File: config.mk
export PLATFORM = sky130hd
export DESIGN_NAME = swms_queue
export DESIGN_NICKNAME = d
export VERILOG_FILES = /design/src/rtl/core/swms_pkg.sv /design/src/rtl/core/swms_queue.sv
export SDC_FILE = /design/constraint.sdc
export NUM_CORES = 1
export LEC_CHECK = 0
export BUFFER_PORTS_ARGS = -buffer_cell sky130_fd_sc_hd__buf_2
export CAP_MARGIN = 40
export CORE_ASPECT_RATIO = 1.75
export CORE_MARGIN = 2
export CORE_UTILIZATION = 46
export CTS_CLUSTER_DIAMETER = 50
export DETAILED_ROUTE_END_ITERATION = 7
export PLACE_DENSITY_LB_ADDON = 0.05
export SLEW_MARGIN = 20
export SYNTH_ARGS = -nofsm -noshare
export SYNTH_HDL_FRONTEND = slang
export SYNTH_SLANG_ARGS = --single-unit
export TNS_END_PERCENT = 20
File: constraint.sdc
create_clock -name i_clk -period 2.51 [get_ports i_clk]
set_input_delay 0.251 -clock i_clk [delete_from_list [all_inputs] [get_ports i_clk]]
set_output_delay 0.251 -clock i_clk [all_outputs]
set_load 0.03 [all_outputs]
File: src/rtl/core/swms_pkg.sv
// Shared types and constants of the sliding window mean and deviation block.
package swms_pkg;

    localparam int SAMPLE_W = 16;
    localparam int CNT_W    = 20;
    localparam int LEN_W    = 9;
    localparam int NORM_W   = 16;
    localparam int CFG_W    = 16;
    localparam int MEAN_W   = 24;
    localparam int SIGMA_W  = 24;
    localparam int RMEAN_W  = 25;
    localparam int SS_W     = 60;
    localparam int QDEPTH   = 2;

    typedef logic [0:0] t_reg_idx;
    localparam t_reg_idx REG_WINDOW_LEN    = 1'b0;
    localparam t_reg_idx REG_NORM_CONSTANT = 1'b1;

    typedef struct packed {
        logic signed [SAMPLE_W-1:0] sample;
        logic                       first_sample;
    } t_in;

    typedef struct packed {
        logic [CNT_W-1:0]          window_index;
        logic signed [MEAN_W-1:0]  mean;
        logic [SIGMA_W-1:0]        sigma;
    } t_out;

    // one classified sample, passed from the front end to the compute engine
    typedef struct packed {
        logic signed [SAMPLE_W-1:0] sample;
        logic                       first;
        logic                       emit;
        logic                       exact;
        logic [CNT_W-1:0]           idx;
    } t_cmd;

    typedef enum logic [3:0] {
        S_IDLE,
        S_RDB,
        S_WRITE,
        S_SUM,
        S_MDIV,
        S_SQ,
        S_IMUL1,
        S_IMUL2,
        S_IMUL3,
        S_IACC,
        S_NDIV,
        S_SQRT,
        S_OUT
    } t_state;

endpackage

File: src/rtl/core/swms_queue.sv
// Two-entry command queue between the front end and the compute engine.
module swms_queue
    import swms_pkg::*;
(
    input  logic i_clk,
    input  logic i_rst_n,
    input  logic i_push,
    input  t_cmd i_data,
    output logic o_ready,
    output logic o_valid,
    input  logic i_pop,
    output t_cmd o_data
);

    localparam int P_W = $clog2(QDEPTH);
    localparam int C_W = $clog2(QDEPTH + 1);

    t_cmd           r_mem [QDEPTH];
    logic [P_W-1:0] r_wp;
    logic [P_W-1:0] r_rp;
    logic [C_W-1:0] r_cnt;

    always_ff @(posedge i_clk) begin
        if (!i_rst_n) begin
            r_wp  <= '0;
            r_rp  <= '0;
            r_cnt <= '0;
        end else begin
            if (i_push) begin
                r_wp <= P_W'((32'(r_wp) + 1) % QDEPTH);
            end
            if (i_pop) begin
                r_rp <= P_W'((32'(r_rp) + 1) % QDEPTH);
            end
            if (i_push && !i_pop) begin
                r_cnt <= r_cnt + 1'b1;
            end else if (!i_push && i_pop) begin
                r_cnt <= r_cnt - 1'b1;
            end
        end
    end

    always_ff @(posedge i_clk) begin
        if (i_push) begin
            r_mem[r_wp] <= i_data;
        end
    end

    assign o_ready = (r_cnt != C_W'(QDEPTH));
    assign o_valid = (r_cnt != '0);
    assign o_data  = r_mem[r_rp];

`ifndef NO_ASSERTIONS
    a_no_overflow: assert property (@(posedge i_clk) disable iff (!i_rst_n)
        !(i_push && r_cnt == C_W'(QDEPTH) && !i_pop))
        else $error("command queue overflow");
`endif

endmodule

# == Yosys cells after proc, flatten, opt, wreduce, memory -nomap -nowiden ==
# Memory sizes are Yosys's and may differ from the RTL's. A register that Yosys moved wholly into a read port is not among the register bits.
# Index checks and enable logic that the tools add are counted.
# totals
out_inout_bits,41
ramBits,78
inputBits,43
reg_bits,4
mem_count,1
# mem_list
name,words,width,rd,rd_ports_with_merged_regs,wr,line_no,rtl
r_mem,2,39,1,1,1,swms_queue.sv:18,t_cmd r_mem [QDEPTH];
# classes
n_reduce_logical,6
n_eq_ne,1
muxes,6
addsub,4
# op_table
cell,count
2-to-1 mux 1 bit,4
2-to-1 mux 2 bit,2
nonzero test 2 bit,2
"adder 1 bit, second input constant",2
"adder 2 x 1 -> 2 bit, second input constant",1
logical AND 1 bit,2
zero test 1 bit,2
"inequality test 2 bit, second input constant",1
"subtractor 2 x 1 -> 2 bit, second input constant",1

# == Depth between registers and ports, before layout ==
# logic_depth
ltp_word,4
ltp_mapped,5
depth_no_buf,5

# == Worst setup path before layout ==
# OpenSTA, ideal clock, no wires.
# synth_path
kind,register to register
start,register r_wp
end,"memory r_mem[0][0] in the netlist's numbering, enable pin"
period_less_slack_ns,2.523
path_slack_ns,-0.013
arrival_time_ns,2.082
path_stages_with_launch,2
required_time_ns,2.069
path_cell_list,dfxtp_1 nor2b_1
# synth_rtl
element,line_no,rtl
"start, declared",swms_queue.sv:19,logic [P_W-1:0] r_wp;
"start signal, assigned",swms_queue.sv:30,r_wp <= P_W'((32'(r_wp) + 1) % QDEPTH);
"end, declared",swms_queue.sv:18,
# Straight into the memory's write port.

==> metrics.yaml <==
cp-end-kind: "output port"
async_flop_share_pct: 0
fmax_ghz: 0.497
drc: 0
rr_endpoint: "r_mem[1][17]"
cts_setup_buffers: 0
skew_ns: 0.00386
yosys-top-cells-count: "78 x edfxtp_1, 39 x mux2_1, 5 x dfxtp_1, 4 x and2_1"
nets: 281
cp_slowest_stage_delay_ns: 0.66
critPathArrivalTime_ns: 1.76
port_buffers: 83
io_pins: 84
yosysTopAreaCellShare_pct: 77.3
grt_pass1_vias: 1706
cts-htree-levels: 3
ir_drop_mv: 0.460
dp_hpwl_um: 3480
drive_above_1_share_pct: 42.3
startpoint_type: "flop"
synth_edf_count: 78
grt_max_degree: 29
tightest_slew_ns: 0.583
cts_hold_buf: 0
worstSetupPathType: "flop to output port"
power_density_nw_per_um2: 819
start_util_pct: 47.0
r2r_cells: 2
routed_wl_um: 5070
worstHoldPathType: "primary input to flop"
via_count: 1578
required_ns: 2.26
core_um2: 6440
dr.pass1.iters: 4
path_max_fanout: 20
antenna_found_initial: 0
clock_latency_ns: 0.32
synth_area_leader_cell: "edfxtp_1"
rsz0062_at_grt: "false"
worstPathCellList: "buf_12 -> mux2_1 -> buf_2"
rrSetupSlack_ns: 1.00
grt_usage_pct: 15.2
finalCritPeriodShare_pct: 80.2
die_x_um: 65.3
gr-total-overflow: 0
ys_types: 18
yosys_most_used_dff: "edfxtp_1"
clkTransAtPathRegs_ns: 0.06
cts_resized: 0
std_cell_rows: 39
period_needed_ns: 2.01
ys_seq_area_share_pct: 80.6
first_iter_violations: 96
slew-limit-headroom_pct: 61.1
leakagePower_nw: 1.47
worstHoldPathCells: 1
crit_path_end: "o_data[8]"
synth_cells: 143
syn-num-nets: 187
routed_via_density: 4.89
cts.sinks: 83
finalHoldViolCount: 0
synth.ff_latch_count: 83
nFillCells: 544
n_antenna_cell: 0
finalSetupViolations: 0
synth.avg_cell_area_um2: 21.2
area_delta_synth_final_pct: 26.2
cts_buffers: 9
clock-root-buffer: "clkbuf_16"
ys.warnings.count: 0
die_y_um: 111
gp_congestion: 0.645
r2r-start: "r_wp"
slew_violations: 0
crit_slowest_cell: "dfxtp_2"
cts_tree: "yes"
tns_ns: 0
grt_pass1_wl_um: 7960
yosysMostFrequentCell: "edfxtp_1"
dieArea_um2: 7280
timing.max_cap.violations: 0
synth_area_leaders: "edfxtp_1 77%, mux2_1 14%, dfxtp_1 3.3%"
syn_area_um2: 3030
antenna_left: 0
power_mw: 3.13
wl_per_cell_um: 15.7
clock_path_buffers: 2
outcome: "complete, no violations"
-- worst min-delay path by stage --
stage | from | end | slack, ns
3_5_place_dp | i_data[33] | r_mem[1][33] | 0.44
5_1_grt | i_data[35] | r_mem[0][35] | 0.1
4_1_cts | i_data[33] | r_mem[1][33] | 0.09
2_1_floorplan | i_data[0] | r_mem[0][0] | 0.35
3_3_place_gp | i_data[28] | r_mem[1][28] | 0.44
6_report | i_data[33] | r_mem[1][33] | 0.11
-- registers in the layout, summed over array words and instances (netlist names), named ones only --
name and cells:
r_mem 78, r_cnt 2, r_wp 1, r_rp 1
-- logic make-up after synthesis --
| logic type | Yosys count | share of synthesized area, % |
|---|---|---|
| flops | 83 | 80.6 |
| buf+inv | 5 | 1.07 |
| compound gates | 3 | 0.661 |
| fa+ha+maj | 1 | 0.413 |
| simple gates | 9 | 1.86 |
| mux | 39 | 14.5 |
| xor+xnor | 3 | 0.868 |
-- per-layer routing --
metal	track usage [%]	wire, um	up-vias
li1	-	-	743
met3	4.55	285	11
met5	0	0	-
met2	27.0	2800	56
met4	8.75	132	0
met1	15.0	1840	768
-- cell type report --
class	count	area (um2)	area share [%]
repair buffers	87	458	12.0
clock inverters	4	18.8	0.491
multi-input cells	55	563	14.7
clock buffers	11	233	6.09
inverters	1	3.75	0.0982
well taps	82	103	2.68
flip-flops and latches	83	2440	63.9
-- worst max-delay path: cells and delay by family, from the launching register on --
kind / cells / cell delay (ns)
flip-flops: 1 / 0.66
buffers and inverters: 2 / 0.42
multiplexers: 1 / 0.34
-- stage by stage --
stage	setup slack (ns)	instance area (um2)	hold WS (ns)	cells	util, %
finish	0.498	3820	0.108	323	59.3
global route	0.403	3820	0.0974	323	59.3
CTS	0.452	3820	0.0948	323	59.3
detailed placement	0.820	3570	0.442	308	55.4
global placement	0.845	3570	0.440	308	55.4
floorplan	0.738	3030	0.350	143	-
-- report_power, final --
group / total (mW) / switching [mW] / internal [mW]
logic: 0.396 / 0.254 / 0.142
clock network: 1.10 / 0.448 / 0.654
registers: 1.63 / 0.0337 / 1.60
-- cells in the final DEF (no fill, tap or decap), types with 2 or more instances in the layout --
cell	instances
edfxtp_1	78
mux2_1	39
and2_1	3
clkinv_2	3
clkbuf_1	2
dfxtp_1	4
xor2_1	2
clkbuf_16	9
buf_4	3
buf_2	83
Power figures use the tool's default switching activity.
