$ cat config.mk
export PLATFORM = sky130hd
export DESIGN_NAME = swms_front
export DESIGN_NICKNAME = d
export VERILOG_FILES = /design/src/rtl/core/swms_pkg.sv /design/src/rtl/core/swms_front.sv
export SDC_FILE = /design/constraint.sdc
export NUM_CORES = 1
export LEC_CHECK = 0
export ABC_CLOCK_PERIOD_IN_PS = 4200
export BUFFER_PORTS_ARGS = -buffer_cell sky130_fd_sc_hd__buf_4
export CORE_MARGIN = 2
export CORE_UTILIZATION = 38
export CTS_CLUSTER_DIAMETER = 50
export DETAILED_ROUTE_END_ITERATION = 10
export SETUP_SLACK_MARGIN = 0.02
export SYNTH_ARGS = -nofsm -noshare
export SYNTH_HDL_FRONTEND = slang
export SYNTH_SLANG_ARGS = --single-unit
$ cat constraint.sdc
create_clock -name i_clk -period 4.2 [get_ports i_clk]
set_clock_uncertainty 0.2 [all_clocks]
set_input_delay 0 -clock i_clk [delete_from_list [all_inputs] [get_ports i_clk]]
set_output_delay 0 -clock i_clk [all_outputs]
set_load 0.005 [all_outputs]
$ cat src/rtl/core/swms_pkg.sv
// Shared types and constants of the sliding window mean and deviation block.
package swms_pkg;

    localparam int SAMPLE_W = 16;
    localparam int CNT_W    = 20;
    localparam int LEN_W    = 9;
    localparam int NORM_W   = 16;
    localparam int CFG_W    = 16;
    localparam int MEAN_W   = 24;
    localparam int SIGMA_W  = 24;
    localparam int RMEAN_W  = 25;
    localparam int SS_W     = 60;
    localparam int QDEPTH   = 2;

    typedef logic [0:0] t_reg_idx;
    localparam t_reg_idx REG_WINDOW_LEN    = 1'b0;
    localparam t_reg_idx REG_NORM_CONSTANT = 1'b1;

    typedef struct packed {
        logic signed [SAMPLE_W-1:0] sample;
        logic                       first_sample;
    } t_in;

    typedef struct packed {
        logic [CNT_W-1:0]          window_index;
        logic signed [MEAN_W-1:0]  mean;
        logic [SIGMA_W-1:0]        sigma;
    } t_out;

    // one classified sample, passed from the front end to the compute engine
    typedef struct packed {
        logic signed [SAMPLE_W-1:0] sample;
        logic                       first;
        logic                       emit;
        logic                       exact;
        logic [CNT_W-1:0]           idx;
    } t_cmd;

    typedef enum logic [3:0] {
        S_IDLE,
        S_RDB,
        S_WRITE,
        S_SUM,
        S_MDIV,
        S_SQ,
        S_IMUL1,
        S_IMUL2,
        S_IMUL3,
        S_IACC,
        S_NDIV,
        S_SQRT,
        S_OUT
    } t_state;

endpackage

$ cat src/rtl/core/swms_front.sv
// Front end: accepts samples, tracks series position and resync phase, classifies.
module swms_front
    import swms_pkg::*;
#(
    parameter int M_W = 9
) (
    input  logic           i_clk,
    input  logic           i_rst_n,
    input  logic [M_W-1:0] i_m,
    input  logic           i_valid,
    output logic           o_ready,
    input  t_in            i_data,
    output logic           o_push,
    input  logic           i_q_ready,
    output t_cmd           o_cmd
);

    logic [CNT_W-1:0] r_cnt;
    logic             r_wrap;
    logic [M_W-1:0]   r_phase;

    logic [CNT_W-1:0] n_cnt;
    logic             n_wrap;
    logic [M_W-1:0]   n_phase;
    logic [CNT_W-1:0] base_cnt;
    logic             base_wrap;
    logic [M_W-1:0]   base_phase;
    logic [M_W-1:0]   phase_inc;
    logic             full;
    logic             exact;
    logic             accept;

    assign accept  = i_valid && i_q_ready;
    assign o_ready = i_q_ready;
    assign o_push  = accept;

    always_comb begin
        base_cnt   = i_data.first_sample ? '0 : r_cnt;
        base_wrap  = i_data.first_sample ? 1'b0 : r_wrap;
        base_phase = i_data.first_sample ? '0 : r_phase;
        n_cnt      = base_cnt + 1'b1;
        n_wrap     = base_wrap || (n_cnt == '0);
        full       = n_wrap || (n_cnt >= CNT_W'(i_m));
        exact      = (base_phase == '0) || (base_phase >= i_m);
        phase_inc  = (exact ? '0 : base_phase) + 1'b1;
        if (full) begin
            n_phase = (phase_inc >= i_m) ? '0 : phase_inc;
        end else begin
            n_phase = base_phase;
        end
        o_cmd.sample = i_data.sample;
        o_cmd.first  = i_data.first_sample;
        o_cmd.emit   = full;
        o_cmd.exact  = exact;
        o_cmd.idx    = n_cnt - CNT_W'(i_m);
    end

    always_ff @(posedge i_clk) begin
        if (!i_rst_n) begin
            r_cnt   <= '0;
            r_wrap  <= 1'b0;
            r_phase <= '0;
        end else if (accept) begin
            r_cnt   <= n_cnt;
            r_wrap  <= n_wrap;
            r_phase <= n_phase;
        end
    end

endmodule

* Yosys cells after proc, flatten, opt, wreduce, memory -nomap -nowiden
Cells that the tools add are included.
Word-level totals: flip-flop bits (word level) 30, bits of input ports 30, logic and storage cells 21, output and inout bits 41
Cells by class: $lt $le $gt $ge 3, muxes and demuxes 6, add/sub/neg operators 3, reduce and logical (&&, ||, !) cells 6
Operator list (number):
- 9-bit 2-to-1 mux | 4
- 20-bit by 1-bit adder with 20-bit output (second input constant) | 1
- 20-bit by 9-bit >= comparator with 1-bit output | 1
- 20-bit logical NOT | 1
- 20-bit 2-to-1 mux | 1
- 20-bit by 9-bit subtractor with 20-bit output | 1
- 9-bit >= comparator | 2
- 9-bit by 1-bit adder with 9-bit output (second input constant) | 1
- 9-bit logical NOT | 1
- 1-bit logical OR | 3
- 1-bit logical AND | 1
- 1-bit 2-to-1 mux | 1

* Longest topological paths before layout
Gate-level depths: netlist of the first run.
depth in word-level cells 8, mapped depth 24, gate-level depth less buffers 23

* Worst setup path before layout of the first run
Ideal clock, no wire load.
kind input -> register, start point input i_data[0] in the netlist's numbering, end point register r_phase[5], path slack 0.133 ns, arrival time 3.784 ns, data required time 3.917 ns, buffers on the path 2, setup time 0.083 ns, cell stages on the path 23, cells stage by stage buf_2 > clkbuf_1 > nand2b_1 > ha_1 > nand2b_1 > a2111oi_0 > o21a_1 > nand2_1 > nor2_1 > inv_1 > nor2_1 > ha_1 > nand3_1 > nor2_1 > xnor2_1 > nand2_1 > inv_1 > ha_1 > a211oi_1 > o21ai_0 > a21oi_1 > o21ai_4 > o221ai_1
Between the ends: cells in the longest elaborated chain, start to end 8, elaborated cells between the ends (all ways) 16, those cells by class 2 x add/sub; 3 x order compare; 6 x mux; 5 x reduce/logical
Ends and longest elaborated chain:
- from (decl) | RTL line swms_front.sv:12 | input t_in i_data,
- 9-bit 2-to-1 mux * | RTL line swms_front.sv:40 | base_phase = i_data.first_sample ? '0 : r_phase;
- 9-bit >= comparator / 9-bit logical NOT (equally long branches) | RTL line swms_front.sv:44 | exact = (base_phase == '0) || (base_phase >= i_m);
- 1-bit logical OR * | RTL line swms_front.sv:44
- named net exact | RTL line swms_front.sv:30 | logic exact;
- 9-bit 2-to-1 mux * | RTL line swms_front.sv:45 | phase_inc = (exact ? '0 : base_phase) + 1'b1;
- 9-bit by 1-bit adder with 9-bit output * | RTL line swms_front.sv:45
- 9-bit >= comparator | RTL line swms_front.sv:47 | n_phase = (phase_inc >= i_m) ? '0 : phase_inc;
- 9-bit 2-to-1 mux * | RTL line swms_front.sv:47
- 9-bit 2-to-1 mux * | RTL line swms_front.sv:46 | if (full) begin
- to (signal assigned) | RTL line swms_front.sv:66 | r_phase <= n_phase;
- to (decl) | RTL line swms_front.sv:20 | logic [M_W-1:0] r_phase;
Mark *: on every way through the listed nets, which the timed path passes. The rest lies on a longest branch. A chain may end at the register's enable or synchronous reset.

* Final worst setup path of the first run
start point register r_cnt[4], end point register r_phase[6]
Between the ends: cells in the longest elaborated chain, start to end 6, elaborated cells between the ends (all ways) 7, those cells by class 1 x add/sub; 1 x order compare; 2 x mux; 3 x reduce/logical
Ends and longest elaborated chain:
- from (decl) | RTL line swms_front.sv:18 | logic [CNT_W-1:0] r_cnt;
- from (signal assigned) | RTL line swms_front.sv:64 | r_cnt <= n_cnt;
- 20-bit 2-to-1 mux * | RTL line swms_front.sv:38 | base_cnt = i_data.first_sample ? '0 : r_cnt;
- 20-bit by 1-bit adder with 20-bit output * | RTL line swms_front.sv:41 | n_cnt = base_cnt + 1'b1;
- named net n_cnt[7] | RTL line swms_front.sv:22 | logic [CNT_W-1:0] n_cnt;
- parallel branches: the longest is 2 deep, another holds 20-bit by 9-bit >= comparator with 1-bit output
- 1-bit logical OR * | RTL line swms_front.sv:43 | full = n_wrap || (n_cnt >= CNT_W'(i_m));
- 9-bit 2-to-1 mux * | RTL line swms_front.sv:46
Mark *: on every way through the listed nets, which the timed path passes.

==> impl_metrics.csv, run 1 <==
group,metric,value,unit
sta,slew_viol_final,0,
global_routing,track_usage,0.196,
detailed_routing,drtIter0Drc,170,
synth,yosys.area.top_type,"dfxtp_1",
clock_network,root_buffer,"clkbuf_8",
worst_hold_path,hp-start,"i_data[0]",
floorplanning,initial_utilization,0.387,
synth,yosys-top-cells-area,"dfxtp_1, ha_1, nand2_1",
clock_network,worstSkewPairLatency,290,ps
floorplanning,die_width,97.6,um
final_layout,area_delta_synth_final,20.8,%
synth,synth_common_cells,"nand2_1, nor2_1, inv_1, dfxtp_1, ha_1",
synth,yosysTopAreaCellShare,0.180,
critical_path,path_class,"flop to flop",
final_layout,final_util,0.468,
synth,netlist_area,0.00333,mm^2
synth,synth-edff-count,0,
job,cap_violations,0,
sta,hold_viol_final,0,
synth,synth-seq-cells,30,
critical_path,critPathMaxStageDelay,600,ps
floorplanning,ios,71,
sta,finalSetupViolCount,0,
synth,syn_avg_cell_area,7.40,um^2
sta,relSlewSlack,0.613,
critical_path,arrival,3890,ps
floorplanning,rows,34,
run_status,outcome,"finished clean",
critical_path,required,4170,ps
final_layout,drive_above_1_share,0.208,
critical_path,crit_path_end_kind,"flop",
final_layout,multi_input_area,0.00247,mm^2
worst_hold_path,hp-class,"input port to flop",
place,hpwl,7.14,mm
power_and_ir_drop,power_density,168,mW/mm^2
detailed_routing,drt-total-wl,9.50,mm
critical_path,path_max_fanout,8,
sta,rsz0062_at_grt,"false",
detailed_routing,vias,3380,
detailed_routing,final_antenna_net_count,0,
sta,min_period,3920,ps
global_routing,grt_pass1_wl,15.4,mm
clock_network,h-tree-depth,2,
floorplanning,core_area,0.00859,mm^2
power_and_ir_drop,ir_drop,0.0883,mV
power_and_ir_drop,p_total,674,uW
final_layout,fill_cells,856,
synth,yosys_most_used_dff,"dfxtp_1",
clock_network,cts_tree,"yes",
detailed_routing,dr.pass1.iters,5,
floorplanning,die-height,97.6,um
synth,synth_nets,510,
detailed_routing,vias_per_cell,5.64,
synth,synthCells,450,
sta,tns,0,ps
synth,yosysSeqAreaShare,0.180,
final_layout,antenna_cells,0,
sta,max_freq,0.255,GHz
detailed_routing,drc_errors,0,
critical_path,cp_cell_sequence,"nand3_2 > or3_1 > a21o_1 > inv_1 > ha_1 > a21oi_1 > nand2_1 > o211ai_1 > buf_4 > nand4bb_2 > or4b_4 > o21ai_4 > buf_12 > o221ai_1",
synth,synth_most_common_cell,"nand2_1",
final_layout,fin_cells,599,
clock_network,clock-sinks,30,
synth,yosys_warnings,0,
place,io_buffers,38,
critical_path,startpoint,"r_cnt[4]$_SDFFE_PN0P_",
final_layout,register_area,603,um^2
global_routing,grt_max_degree,28,
global_routing,antenna_found_initial,0,
critical_path,cpMaxStageDelayCell,"or4b_4",
place,place.gp.congestion,0.859,
critical_path,path_delay_family,"simple AND/OR/NAND/NOR gates",
synth,async_flop_share,0,
critical_path,crit_buf_inv,3,
floorplanning,dieArea,0.00953,mm^2
sta,worst_pin_slew,576,ps
critical_path,timing.rr.start,"r_cnt[4]$_SDFFE_PN0P_",
place,place_inst,570,
final_layout,layout.nets,550,
clock_network,clkTransAtPathRegs,70,ps
global_routing,grt_pass1_vias,3214,
power_and_ir_drop,p_leak,0.00169,uW
clock_network,numCtsBuffers,5,
synth,synth_cell_types,66,
sta,min_period_over_period,0.933,
sta,whs,9.63,ps
global_routing,overflow,0,
detailed_routing,avgRoutedWirePerCell,15.9,um
clock_network,cts_max_path_buffers,2,
critical_path,crit_path_start_kind,"flop",
final cells by class:
class,instances,area share
multi-input cells,350,0.615
flip-flops and latches,30,0.150
repair buffers,71,0.147
well taps,108,0.0336
inverters,32,0.0299
clock buffers,6,0.0205
clock inverters,2,0.00311
routing by layer:
layer | vias to the layer above | GRT usage | share of wire
met3 | 24 | 0.0338 | 0.043
met1 | 1620 | 0.245 | 0.43
met2 | 95 | 0.337 | 0.50
met5 | - | 0 | 0
met4 | 0 | 0.0694 | 0.031
li1 | 1641 | - | -
final timing paths:
check | to | slack, ps | cells after the start
max | r_phase[6]$_SDFFE_PN0P_ | 280 | 14
min | r_cnt[0]$_SDFFE_PN0P_ | 10 | 4
max reg2reg | r_phase[6]$_SDFFE_PN0P_ | 280 | 14
min reg2reg | r_phase[7]$_SDFFE_PN0P_ | 260 | 2
tightest hold or removal path, delay by kind of cell:
family	cells	cell delay [ps]
AO/OA/AOI/OAI	1	140
buffers and inverters	1	180
AND/OR/NAND/NOR	2	150
flip-flops by register name, summed over array words and instances, names as in the netlist:
signal / cells
r_cnt: 20
r_phase: 9
r_wrap: 1
kinds of logic after synthesis:
group / after synthesis / synth area share
simple gates: 195 / 0.303
flops: 30 / 0.180
compound gates: 89 / 0.199
mux: 2 / 0.00639
xor+xnor: 34 / 0.0894
fa+ha+maj: 30 / 0.115
buf+inv: 70 / 0.107
layout by cell type (no fill, tap or decap), types with 3 or more instances in the layout:
cell,instances
nor3_1,8
a21oi_1,11
nor2_1,34
a211oi_1,5
nand4_1,5
buf_4,51
a21boi_0,16
nand3b_1,3
nor4_1,6
o221ai_2,6
and3_1,3
clkbuf_8,6
a21o_1,5
nand2b_1,7
nand3_1,10
dfxtp_1,28
or3_1,3
or4_1,3
o211ai_1,6
nand2_1,67
nand3_2,3
o21ai_0,11
o21a_1,5
or2_2,3
and2_1,7
o31ai_1,4
nor2b_1,7
xnor2_1,21
dlygate4sd3_1,19
nor2_2,3
inv_1,32
nand2_2,3
ha_1,27
xor2_1,13
power breakdown:
part	switching [uW]	internal, uW	total [uW]	leakage, uW
combinational	65.8	61.9	128	0.00140
sequential	2.80	286	289	0.000243
clock	126	132	258	0.0000472
what timing repair did:
item | CTS | global route
setup buffers | 1 | 1
pin swaps | 1 | 7
endpoints found under the setup margin | 4 | 10
hold buffers | 19 | 0
resized for setup | 1 | 25
hold endpoints to repair | 38 | 0
per-stage QoR:
step / cell area (um^2) / setup WS [ps]
after floorplan: 3330 / 133
after global placement: 3600 / 188
after detailed placement: 3600 / 35.7
after CTS: 3900 / 23.5
after global routing: 4020 / 37.9
final: 4020 / 281
Note: power is estimated with default switching activity, not from simulation.
==> run 2: changes to the inputs <==
- BUFFER_PORTS_ARGS: -buffer_cell sky130_fd_sc_hd__buf_4 -> -buffer_cell sky130_fd_sc_hd__buf_2
==> impl_metrics.csv, run 2 (synthesized netlist as in run 1, its figures left out) <==
group,metric,value,unit
place,io_buffers,38,
sta,worst_pin_slew,714,ps
sta,max_freq,0.254,GHz
clock_network,numCtsBuffers,5,
sta,relSlewSlack,0.524,
sta,min_period_over_period,0.937,
power_and_ir_drop,p_sw_frac,0.280,
worst_hold_path,whs_path_depth,5,
sta,min_period,3940,ps
floorplanning,die-height,97.6,um
clock_network,h-tree-depth,2,
power_and_ir_drop,ir_drop,0.113,mV
final_layout,area_delta_synth_final,15.6,%
floorplanning,core_area,0.00859,mm^2
floorplanning,ios,71,
clock_network,root_buffer,"clkbuf_8",
global_routing,grt_max_degree,31,
clock_network,cts_tree,"yes",
place,place.gp.congestion,0.837,
power_and_ir_drop,combPwrFrac,0.175,
clock_network,cts_max_path_buffers,2,
critical_path,required,4200,ps
critical_path,crit_path_start_kind,"flop",
critical_path,regToRegSetupSlack,260,ps
detailed_routing,drt-total-wl,9.11,mm
global_routing,antenna_found_initial,0,
clock_network,clock-sinks,30,
sta,finalSetupViolCount,0,
final_layout,final_util,0.448,
critical_path,path_class,"flop to flop",
detailed_routing,vias_per_cell,5.50,
detailed_routing,vias,3287,
critical_path,timing.rr.start,"r_phase[0]$_SDFFE_PN0P_",
floorplanning,dieArea,0.00953,mm^2
sta,hold_viol_final,0,
detailed_routing,final_antenna_net_count,0,
place,hpwl,6.99,mm
final_layout,antenna_cells,0,
final_layout,final_common_cell,"nand2_1",
power_and_ir_drop,p_leak,0.00163,uW
worst_hold_path,hp-start,"i_valid",
power_and_ir_drop,p_int,469,uW
worst_hold_path,hold_end,"r_cnt[14]$_SDFFE_PN0P_",
worst_hold_path,hp-class,"input port to flop",
power_and_ir_drop,seqPwrFrac,0.443,
final_layout,top_regs,"r_cnt (20), r_phase (9), r_wrap (1)",
power_and_ir_drop,p_total,652,uW
place,dpl_cell_area,0.00350,mm^2
final_layout,final_cell_mix,"nand2_1, buf_2, nor2_1",
critical_path,crit_path_end_kind,"flop",
sta,slew_viol_final,0,
detailed_routing,avgRoutedWirePerCell,15.2,um
place,place_inst,569,
global_routing,grt_pass1_wl,15.1,mm
power_and_ir_drop,switchingPower,182,uW
critical_path,path_max_fanout,7,
clock_network,clkTransAtPathRegs,70,ps
clock_network,worstSkewPairLatency,290,ps
sta,rsz0062_at_grt,"true",
floorplanning,rows,34,
sta,whs,43.1,ps
final_layout,largest_reg_flops,20,
global_routing,grt_pass1_vias,3213,
floorplanning,die_width,97.6,um
run_status,outcome,"finished clean",
power_and_ir_drop,power_density,169,mW/mm^2
power_and_ir_drop,power.clock.fraction,0.382,
final_layout,final_area,0.00385,mm^2
critical_path,r2r_cells,21,
final_layout,layout.nets,549,
final_layout,drive_above_1_share,0.190,
final_layout,fin_cells,598,
detailed_routing,drtIter0Drc,149,
detailed_routing,drc_errors,0,
global_routing,overflow,0,
global_routing,track_usage,0.190,
job,cap_violations,0,
final_layout,top_register,"r_cnt",
detailed_routing,dr.pass1.iters,4,
critical_path,reg2reg_to,"r_phase[2]$_SDFFE_PN0P_",
floorplanning,initial_utilization,0.387,
critical_path,arrival,3930,ps
==> run 2: changes by cell type in the layout (fill, tap and decap cells not counted), sizes merged <==
cell         before  now
dlygate4sd3      19   18
==> run 2: critical path, cell delays in order (launching register included) <==
cell and delay, ps:
dfxtp_1 330, nand2b_1 90, ha_1 270, nand2b_1 150, a2111oi_2 360, o21a_1 190, nand2_2 90, nor2_2 140
inv_1 70, nor2_2 110, ha_2 210, nand3_1 90, nor2_1 120, xnor2_1 130, nand2_1 100, inv_1 80
ha_1 240, a211oi_1 200, o21ai_1 120, a21oi_2 230, o21ai_4 130, o221ai_1 200
==> run 2: final cells by class <==
class / count / area (um^2)
clock buffers: 6 / 82.6
clock inverters: 2 / 12.5
fillers: 917 / 4750
inverters: 32 / 120
multi-input cells: 350 / 2420
flip-flops and latches: 30 / 603
well taps: 108 / 135
repair buffers: 70 / 475
==> run 2: worst max path at each step <==
stage                                  from                 endpoint  slack [ps]  depth (start not counted)
floorplan                         i_data[0]  r_phase[5]$_SDFFE_PN0P_         130                         23
global placement    r_phase[0]$_SDFFE_PN0P_  r_phase[6]$_SDFFE_PN0P_         190                         21
detailed placement  r_phase[0]$_SDFFE_PN0P_  r_phase[2]$_SDFFE_PN0P_          40                         21
CTS                   r_cnt[0]$_SDFFE_PN0P_  r_phase[2]$_SDFFE_PN0P_          70                         14
global route        r_phase[0]$_SDFFE_PN0P_  r_phase[6]$_SDFFE_PN0P_         -10                         21
finish              r_phase[0]$_SDFFE_PN0P_  r_phase[2]$_SDFFE_PN0P_         260                         21
==> run 2: per-layer routing <==
layer  share of wire  global-route usage  vias up
met1            0.43               0.236     1549
li1                -                   -     1635
met2            0.50               0.333       87
met3           0.044              0.0324       16
met5               0                   0        -
met4           0.023              0.0630        0
==> run 2: what timing repair did <==
| action | CTS | global route |
|---|---|---|
| pin swaps | 0 | 4 |
| setup buffers | 0 | 3 |
| hold buffers | 18 | 0 |
| endpoints found under the setup margin | 1 | 11 |
| hold endpoints to repair | 35 | 0 |
| gates resized for setup | 1 | 16 |
==> run 2: power groups by stage <==
stage / clock (uW) / combinational, uW / sequential (uW)
after global placement: 0 / 95.1 / 295
after CTS: 258 / 113 / 288
after detailed placement: 0 / 96.7 / 295
after global routing: 269 / 127 / 289
after floorplan: 0 / 74.7 / 294
final: 249 / 114 / 289
==> run 2: metrics by stage <==
stage          TNS [ps]  setup slack (ps)
6_report              0               264
4_1_cts               0              67.5
5_1_grt           -22.5             -14.7
3_3_place_gp          0               187
3_5_place_dp          0              39.2
2_1_floorplan         0               133
